==> config.mk <==
export PLATFORM = sky130hd
export DESIGN_NAME = art_ctrl
export DESIGN_NICKNAME = d
export VERILOG_FILES = /design/src/rtl/art_pkg.sv /design/src/rtl/art_ctrl.sv
export SDC_FILE = /design/constraint.sdc
export NUM_CORES = 1
export LEC_CHECK = 0
export ABC_AREA = 1
export BUFFER_PORTS_ARGS = -buffer_cell sky130_fd_sc_hd__buf_2
export CAP_MARGIN = 40
export CORE_AREA = 2 2 39 41
export DETAILED_ROUTE_END_ITERATION = 6
export DIE_AREA = 0 0 41 43
export SYNTH_ARGS = -nofsm -noshare
export SYNTH_HDL_FRONTEND = slang
export SYNTH_SLANG_ARGS = --single-unit
==> constraint.sdc <==
create_clock -name clk -period 1 [get_ports clk]
set_input_delay 0.3 -clock clk [delete_from_list [all_inputs] [get_ports clk]]
set_output_delay 0.3 -clock clk [all_outputs]
set_load 0.02 [all_outputs]
==> src/rtl/art_pkg.sv <==
// shared types and constants of the aging route table
package art_pkg;

    localparam int CALL_W     = 56;
    localparam int SIG_W      = 9;
    localparam int TIME_W     = 32;
    localparam int IN_DATA_W  = 160;
    localparam int OUT_DATA_W = 56;
    localparam int CFG_IDX_W  = 8;
    localparam int CFG_DATA_W = 32;

    // register indexes on the configuration port
    localparam logic [CFG_IDX_W-1:0] REG_MIN_SIGNAL = 8'd0;
    localparam logic [CFG_IDX_W-1:0] REG_TIMEOUT    = 8'd1;

    // register reset values
    localparam logic signed [SIG_W-1:0] MIN_SIGNAL_RESET = -9'sd115;
    localparam logic [TIME_W-1:0]       TIMEOUT_RESET    = 32'd120000;

    typedef enum logic [1:0] {
        MODE_UPDATE = 2'd0,
        MODE_LOOKUP = 2'd1,
        MODE_DELETE = 2'd2,
        MODE_AGE    = 2'd3
    } mode_t;

    typedef enum logic [1:0] {
        ST_IDLE,
        ST_EXEC,
        ST_SCAN,
        ST_VWRITE
    } state_t;

    // controller to datapath
    typedef struct packed {
        logic capture;
        logic commit;
        logic scan_start;
        logic scan_step;
        logic victim_write;
        logic load_out;
    } cmd_t;

    // datapath to controller
    typedef struct packed {
        logic need_scan;
        logic out_free;
        logic scan_last;
    } status_t;

endpackage

==> src/rtl/art_ctrl.sv <==
// control state machine of the aging route table
module art_ctrl
(
    input  logic            clk,
    input  logic            rst_n,
    input  logic            s_tvalid,
    output logic            s_tready,
    input  art_pkg::status_t status,
    output art_pkg::cmd_t   cmd
);
    import art_pkg::*;

    state_t state_reg;
    state_t state_next;

    // state register
    always_ff @(posedge clk or negedge rst_n)
    begin
        if (!rst_n)
        begin
            state_reg <= ST_IDLE;
        end
        else
        begin
            state_reg <= state_next;
        end
    end

    // next state and commands
    always_comb
    begin
        state_next = state_reg;
        cmd        = '0;
        s_tready   = 1'b0;
        unique case (state_reg)
            ST_IDLE:
            begin
                s_tready = 1'b1;
                if (s_tvalid)
                begin
                    cmd.capture = 1'b1;
                    state_next  = ST_EXEC;
                end
            end
            ST_EXEC:
            begin
                if (status.need_scan)
                begin
                    cmd.scan_start = 1'b1;
                    state_next     = ST_SCAN;
                end
                else if (status.out_free)
                begin
                    cmd.commit   = 1'b1;
                    cmd.load_out = 1'b1;
                    state_next   = ST_IDLE;
                end
            end
            ST_SCAN:
            begin
                cmd.scan_step = 1'b1;
                if (status.scan_last)
                begin
                    state_next = ST_VWRITE;
                end
            end
            ST_VWRITE:
            begin
                if (status.out_free)
                begin
                    cmd.victim_write = 1'b1;
                    cmd.load_out     = 1'b1;
                    state_next       = ST_IDLE;
                end
            end
            default:
            begin
                state_next = ST_IDLE;
            end
        endcase
    end

endmodule

==> flow_metrics.py, run 1 <==
metrics = {
    "power_and_ir_drop": {
        "pwr-share-comb_pct": 60.7,
        "cellPowerDensity_mw_per_mm2": 2950,
        "ir_worst_vdd_mv": 0.852,
        "p_leak_nw": 0.196,
        "p_switching_uw": 525,
        "intPower_uw": 607,
        "swShare_pct": 46.4,
        "seqPwrFrac_pct": 23.8,
        "clkPwrFrac_pct": 15.6,
        "power_mw": 1.13,
    },
    "clock_network": {
        "clockRootBuffer": "clkbuf_4",
        "clock_path_buffers": 2,
        "clkSinkCount": 2,
        "cts_buffers": 3,
        "clk_pin_slew_ps": 30,
        "htree_levels": 1,
        "clkLatencyLatePin_ps": 220,
        "cts_tree": "built",
    },
    "final_layout": {
        "largest_register_ffs": 2,
        "syn_to_final_growth_pct": 177,
        "drive_above_1_share_pct": 73.8,
        "diodes": 0,
        "num-fill-cells": 158,
        "final_cells": 58,
        "nNetsFinal": 50,
    },
    "placement": {
        "port_buffers": 12,
        "placed_cells": 52,
        "hpwl_um": 372,
        "gp_congestion": 0.693,
    },
    "die": {
        "dieWidth_um": 41,
        "io-pin-count": 13,
        "die_area_sq_mm": 0.00176,
        "core_area_sq_mm": 0.00138,
        "die_h_um": 43,
        "start_util_pct": 10.0,
        "fp-row-count": 14,
    },
    "status": {
        "violations": "setup timing",
        "status": "finished with violations",
    },
    "worst_setup_path": {
        "endpoint_kind": "output port",
        "cp.required_ps": 700,
        "worstSetupPathType": "reg -> out",
        "startpoint_type": "flop",
        "cp_top_family": "flip-flops",
        "path_cells": "nand2_4, nor3_4, buf_6",
        "cpPeakStageDelay_ps": 470,
        "crit_fanout": 6,
        "critPathBufInv": 1,
        "slowest_stage": "dfrtp_2",
        "crit_arrival_ps": 1060,
    },
    "timing": {
        "setup_viol_count_final": 9,
        "fmax_mhz": 735,
        "slew_headroom_pct": 85.9,
        "period_needed_ps": 1360,
        "drv_slew": 0,
        "finalHoldViolCount": 0,
        "worst_slack_ps": -360,
        "finalCritPeriodShare_pct": 136,
        "fin_skew_ps": 0.0523,
        "worst_pin_slew_ps": 212,
        "rsz0062_at_grt": "true",
    },
    "global_routing": {
        "grt_overflow": 0,
        "grt_max_degree": 7,
        "grt_antenna_before_repair": 0,
        "grt_pass1_vias": 228,
        "grt_pass1_wl_um": 765,
        "track_usage_pct": 6.74,
    },
    "logic_synthesis": {
        "synth_warnings": 0,
        "ys_seq_area_share_pct": 36.0,
        "syn_inst": 22,
        "synth_top_cell_area_share_pct": 36.0,
        "ys_seq_elements": 2,
        "avgSynthCellArea_sq_um": 6.31,
        "yosys.area.top_type": "dfrtp_1",
        "syn_nets": 28,
        "synth_area_sq_um": 139,
        "synthTopCellsByArea": "dfrtp_1 36%, nand2_1 14%, inv_1 11%",
        "ys_types": 10,
    },
    "detailed_routing": {
        "drt-initial-drc-count": 1,
        "ant_nets": 0,
        "drc": 0,
        "drt-vias-per-instance": 3.50,
        "drtPass1Iterations": 2,
        "wl_um": 485,
        "post_drt_wl_per_cell_um": 8.36,
        "vias": 203,
    },
    "min_path": {
        "hp-class": "in -> async",
    },
    "flow_run": {
        "maxCapViolations": 0,
    },
}
## through the flow
stage                     utilization [%]  setup TNS [ps]  hold WS (ps)  cell area, sq um  setup WS [ps]
after floorplan                         -            -302          4.41               190           -109
after global placement               20.6            -857          87.8               285           -174
after detailed placement             20.6            -883          90.2               285           -191
after CTS                            26.9           -2560           382               373           -367
after global routing                 27.8           -2980           393               384           -417
final                                27.8           -2510           391               384           -360
## worst reg2reg max path: stages, from the launching register on
cell and delay, ps:
dfrtp_2 470, inv_4 120, nand3_4 70, buf_4 130, buf_4 120, nand2_1 50, nor2_1 50
## power groups by stage
| stage | Sequential (mW) | Combinational (mW) | Clock [mW] |
|---|---|---|---|
| 3_3_place_gp | 0.260 | 0.518 | 0 |
| 3_5_place_dp | 0.262 | 0.519 | 0 |
| 6_report | 0.269 | 0.687 | 0.176 |
| 4_1_cts | 0.261 | 0.674 | 0.190 |
| 5_1_grt | 0.278 | 0.740 | 0.209 |
| 2_1_floorplan | 0.248 | 0.356 | 0 |
## metal layers
metal,wire (um),global-route usage (%),vias up
li1,-,-,106
met1,179,6.47,90
met2,273,10.0,7
met3,33,1.57,0
met4,0,8.00,0
met5,0,0,-
## cell families after synthesis
group           share of synthesized area, %
simple gates                            46.8
flops                                   36.0
buf+inv                                 13.5
compound gates                          3.60
## what timing repair did
| item | 4_1_cts | 5_1_grt |
|---|---|---|
| gates cloned | 0 | 0 |
| resized for setup | 13 | 2 |
| hold buffers | 1 | 0 |
| endpoints found under the setup margin | 8 | 9 |
| pin swaps | 3 | 3 |
| hold endpoints to repair | 2 | 0 |
| buffers inserted | 2 | 0 |
## cells in the final DEF, fill, tap and decap left out
master | Yosys | routed
buf_6 | 0 | 7
buf_4 | 0 | 4
clkbuf_4 | 0 | 3
nor2_2 | 0 | 3
nor2_1 | 4 | 1
nand2_4 | 0 | 1
dfrtp_2 | 0 | 2
nand2_1 | 5 | 5
nor3_4 | 0 | 2
dlygate4sd3_1 | 0 | 1
inv_1 | 4 | 3
nand3_1 | 1 | 1
a21oi_4 | 0 | 1
inv_2 | 1 | 1
buf_2 | 0 | 5
inv_4 | 0 | 1
nand3_4 | 0 | 1
## layout make-up
| cell class | instances | area (sq um) | area share, % |
|---|---|---|---|
| clock buffers | 3 | 22.5 | 5.86 |
| multi-input cells | 15 | 124 | 32.2 |
| well taps | 16 | 20.0 | 5.21 |
| inverters | 5 | 21.3 | 5.54 |
| repair buffers | 17 | 144 | 37.5 |
| flip-flops and latches | 2 | 52.6 | 13.7 |
## worst paths after layout
check,to,cells past startpoint,from,slack [ps]
min in group clk,state_reg[0],5,status[0],420
setup / recovery,cmd[4],3,state_reg[0],-360
hold reg to reg,state_reg[1],2,state_reg[1],640
hold / removal,state_reg[1],2,rst_n,390
setup reg to reg,state_reg[0],6,state_reg[1],-130
max in group asynchronous,state_reg[0],2,rst_n,500
## synthesized netlist by cell type (all sizes together)
master / instances
a21oi: 1
dfrtp: 2
inv: 5
nand2: 6
nand3: 2
nor2: 4
nor3: 2
No activity file was read; power rests on OpenSTA's default activity.
==> run 2: changes to the inputs <==
Settings changed: CELL_PAD_IN_SITES_DETAIL_PLACEMENT set to 1, CELL_PAD_IN_SITES_GLOBAL_PLACEMENT set to 1, PLACE_DENSITY_LB_ADDON set to 0.1.
==> flow_metrics.py, run 2 (synthesis results as in run 1) <==
metrics = {
    "status": {
        "status": "finished with violations",
        "violations": "setup timing",
    },
    "power_and_ir_drop": {
        "cellPowerDensity_mw_per_mm2": 3050,
        "power_mw": 1.25,
        "p_leak_nw": 0.210,
        "ir_worst_vdd_mv": 0.948,
    },
    "global_routing": {
        "grt_max_degree": 7,
        "grt_overflow": 0,
        "grt_pass1_vias": 220,
        "track_usage_pct": 8.94,
        "grt_pass1_wl_um": 931,
        "grt_antenna_before_repair": 0,
    },
    "worst_setup_path": {
        "rr_worst_depth": 6,
        "crit_fanout": 5,
        "endpoint_kind": "output port",
        "slowest_stage": "dfrtp_2",
        "cpPeakStageDelay_ps": 440,
        "worstSetupPathType": "reg -> out",
        "path_cells": "buf_4, nor3_4, buf_6",
        "worst-path-stages": 3,
        "critPathBufInv": 2,
        "startpoint_type": "flop",
        "cp.required_ps": 700,
        "cp_top_family": "flip-flops",
        "crit_arrival_ps": 1060,
    },
    "final_layout": {
        "final-seq-area_sq_um": 52.6,
        "design_area_sq_um": 408,
        "final_common_cell": "buf_4",
        "drive_above_1_share_pct": 80.0,
        "final_cells": 61,
        "num-fill-cells": 172,
        "layout_common_cells": "8 x buf_4, 6 x buf_6, 5 x buf_2",
        "final_util_pct": 29.5,
        "largest_register_ffs": 2,
        "diodes": 0,
        "nNetsFinal": 53,
        "syn_to_final_growth_pct": 194,
        "multi_input_area_sq_um": 129,
    },
    "clock_network": {
        "cts_tree": "built",
        "cts_buffers": 3,
        "clockRootBuffer": "clkbuf_4",
        "clkLatencyLatePin_ps": 220,
        "clk_pin_slew_ps": 30,
        "clkSinkCount": 2,
        "clock_path_buffers": 2,
        "htree_levels": 1,
    },
    "timing": {
        "fin_skew_ps": 0.340,
        "rsz0062_at_grt": "true",
        "worst_slack_ps": -363,
        "finalCritPeriodShare_pct": 136,
        "drv_slew": 0,
        "worst_pin_slew_ps": 223,
        "slew_headroom_pct": 85.2,
        "finalHoldViolCount": 0,
        "period_needed_ps": 1360,
        "fmax_mhz": 734,
        "holdWs_ps": 403,
        "setup_viol_count_final": 9,
    },
    "detailed_routing": {
        "drt-vias-per-instance": 3.69,
        "drt-initial-drc-count": 1,
        "drtPass1Iterations": 4,
        "drc": 0,
        "post_drt_wl_per_cell_um": 9.21,
        "wl_um": 562,
        "ant_nets": 0,
        "vias": 225,
    },
    "flow_run": {
        "maxCapViolations": 0,
    },
    "die": {
        "io-pin-count": 13,
        "die_area_sq_mm": 0.00176,
        "start_util_pct": 10.0,
        "core_area_sq_mm": 0.00138,
        "dieWidth_um": 41,
        "fp-row-count": 14,
        "die_h_um": 43,
    },
    "placement": {
        "port_buffers": 12,
        "hpwl_um": 469,
        "gp_congestion": 0.643,
        "placed_cells": 53,
        "placed_cell_area_sq_um": 293,
    },
    "min_path": {
        "hp-class": "in -> async",
    },
}
-- run 2: final timing paths --
path / slack [ps] / from / to
worst max-delay path: -360 / state_reg[0] / cmd[5]
min in group clk: 420 / status[0] / state_reg[0]
worst min register to register: 640 / state_reg[1] / state_reg[1]
max in group asynchronous: 480 / rst_n / state_reg[1]
worst max register to register: -130 / state_reg[1] / state_reg[0]
worst min-delay path: 400 / rst_n / state_reg[0]
-- run 2: layout make-up --
class,count,share of cell area [%]
Inverter,5,5.21
Multi-Input combinational cell,15,31.6
Tap cell,16,4.91
Sequential cell,2,12.9
Clock buffer,3,5.52
Timing Repair Buffer,20,39.9
-- run 2: per-stage QoR --
stage          worst slack [ps]  setup TNS, ps
2_1_floorplan              -109           -302
3_3_place_gp               -176           -973
3_5_place_dp               -193          -1030
4_1_cts                    -379          -2770
5_1_grt                    -418          -3030
6_report                   -363          -2600
-- run 2: layer usage --
metal | global-route usage (%) | vias to the layer above | wire (um)
met1 | 8.04 | 102 | 203
met2 | 12.5 | 7 | 324
met4 | 10.0 | 0 | 0
met3 | 4.71 | 0 | 35
li1 | - | 116 | -
met5 | 0 | - | 0
-- run 2: where the power goes --
group	switching (mW)	total (mW)	internal, mW	leakage, nW
Sequential	0.112	0.244	0.132	0.0217
Clock	0.0428	0.175	0.132	0.0138
Combinational	0.402	0.827	0.425	0.175
Total	0.557	1.25	0.689	0.210
-- run 2: timing repair --
| action | in CTS | in global routing |
|---|---|---|
| pin swaps | 2 | 1 |
| endpoints found under the setup margin | 8 | 9 |
| setup buffers | 3 | 1 |
| hold buffers | 1 | 0 |
| gates resized for setup | 15 | 1 |
| hold endpoints to repair | 2 | 0 |
==> run 3: changes to the inputs <==
Settings changed: GPL_ROUTABILITY_DRIVEN set to 0.
Clock period 1 ns to 1.5 ns, I/O delays scaled along.
==> flow_metrics.py, run 3 (synthesis results as in run 1) <==
metrics = {
    "final_layout": {
        "num-fill-cells": 173,
        "layout_common_cells": "11 x buf_4, 5 x nand2_1, 5 x buf_2",
        "diodes": 0,
        "syn_to_final_growth_pct": 146,
        "drive_above_1_share_pct": 67.4,
        "design_area_sq_um": 342,
        "final_util_pct": 24.7,
        "nNetsFinal": 51,
        "largest_register_ffs": 2,
        "final_common_cell": "buf_4",
    },
    "detailed_routing": {
        "drtPass1Iterations": 2,
        "post_drt_wl_per_cell_um": 9.75,
        "wl_um": 575,
        "ant_nets": 0,
        "drt-initial-drc-count": 2,
        "drt-vias-per-instance": 3.64,
        "vias": 215,
        "drc": 0,
    },
    "worst_setup_path": {
        "timing.rr.end": "state_reg[0]",
        "r2r_setup_slack_ps": 530,
        "endpoint_kind": "output port",
        "cpPeakStageDelay_ps": 460,
        "cp_top_family": "flip-flops",
        "worstSetupPathType": "reg -> out",
        "crit_start": "state_reg[0]",
        "cp.required_ps": 1050,
        "rr_worst_depth": 5,
        "reg2reg_from": "state_reg[1]",
        "slowest_stage": "dfrtp_2",
        "worst-path-stages": 3,
        "crit_arrival_ps": 1060,
        "path_cells": "nand2_4, nor3_2, buf_4",
        "crit_fanout": 6,
        "critPathBufInv": 1,
        "startpoint_type": "flop",
        "cp-endpoint": "cmd[4]",
    },
    "placement": {
        "hpwl_um": 383,
        "port_buffers": 12,
        "placed_cell_area_sq_um": 219,
    },
    "die": {
        "die_area_sq_mm": 0.00176,
        "core_area_sq_mm": 0.00138,
        "io-pin-count": 13,
        "fp-row-count": 14,
        "start_util_pct": 10.0,
        "dieWidth_um": 41,
        "die_h_um": 43,
    },
    "status": {
        "violations": "setup timing",
        "status": "finished with violations",
    },
    "power_and_ir_drop": {
        "ir_worst_vdd_mv": 0.656,
        "p_leak_nw": 0.191,
        "cellPowerDensity_mw_per_mm2": 2050,
    },
    "timing": {
        "fmax_mhz": 661,
        "drv_slew": 0,
        "worst_slack_ps": -12.1,
        "slew_headroom_pct": 87.5,
        "worst_pin_slew_ps": 187,
        "finalHoldViolCount": 0,
        "period_needed_ps": 1510,
        "finalCritPeriodShare_pct": 101,
        "setup_viol_count_final": 1,
        "fin_skew_ps": 1.30,
        "rsz0062_at_grt": "true",
    },
    "flow_run": {
        "maxCapViolations": 0,
    },
    "global_routing": {
        "grt_overflow": 0,
        "grt_max_degree": 7,
        "grt_pass1_wl_um": 793,
        "grt_pass1_vias": 202,
        "track_usage_pct": 7.22,
        "grt_antenna_before_repair": 0,
    },
    "clock_network": {
        "cts_tree": "built",
        "clk_pin_slew_ps": 30,
        "clkSinkCount": 2,
        "clock_path_buffers": 2,
        "clockRootBuffer": "clkbuf_4",
        "clkLatencyLatePin_ps": 220,
        "cts_buffers": 3,
        "htree_levels": 1,
    },
    "min_path": {
        "hp-class": "in -> async",
    },
}
-- run 3: changes by cell type in the layout (fill, tap and decap cells not counted), sizes merged --
cell  delta
buf      -2
-- run 3: worst min-delay path by stage --
stage	startpoint	slack, ps	depth (start not counted)	endpoint
2_1_floorplan	rst_n	150	0	state_reg[0]
3_3_place_gp	rst_n	240	1	state_reg[0]
3_5_place_dp	rst_n	240	1	state_reg[1]
4_1_cts	status[1]	530	4	state_reg[0]
5_1_grt	rst_n	560	2	state_reg[0]
6_report	rst_n	540	2	state_reg[0]
-- run 3: layer usage --
metal | vias up | track usage (%) | wire [um]
li1 | 109 | - | -
met1 | 101 | 8.01 | 215
met2 | 5 | 9.69 | 334
met3 | 0 | 2.09 | 25
met4 | 0 | 8.00 | 0
met5 | - | 0 | 0
-- run 3: final cells by class --
| class | instances | area [sq um] | share of cell area, % |
|---|---|---|---|
| tap | 16 | 20.0 | 5.86 |
| inverter | 5 | 21.3 | 6.23 |
| multi-input combinational | 15 | 96.3 | 28.2 |
| timing repair buffer | 18 | 129 | 37.7 |
| sequential | 2 | 52.6 | 15.4 |
| clock buffer | 3 | 22.5 | 6.59 |
-- run 3: per-stage QoR --
step	total power, mW	hold slack (ps)	TNS, ps	std cells	setup WS, ps
2_1_floorplan	0.308	154	0	22	72.4
3_3_place_gp	0.403	237	0	50	128
3_5_place_dp	0.412	238	0	50	110
4_1_cts	0.590	528	-1.99	54	-1.99
5_1_grt	0.765	556	-200	59	-70.9
6_report	0.699	540	-12.1	59	-12.1
-- run 3: where the power goes --
part	switching (mW)	internal, mW	total, mW
Sequential	0.0764	0.0881	0.164
Combinational	0.213	0.202	0.415
Clock	0.0313	0.0883	0.120
Total	0.321	0.378	0.699
-- run 3: repair_timing --
item	CTS	global route
endpoints found under the hold margin	2	0
setup endpoints to repair	5	7
buffers inserted	0	5
hold buffers	1	0
pin swaps	0	2
resized for setup	10	7
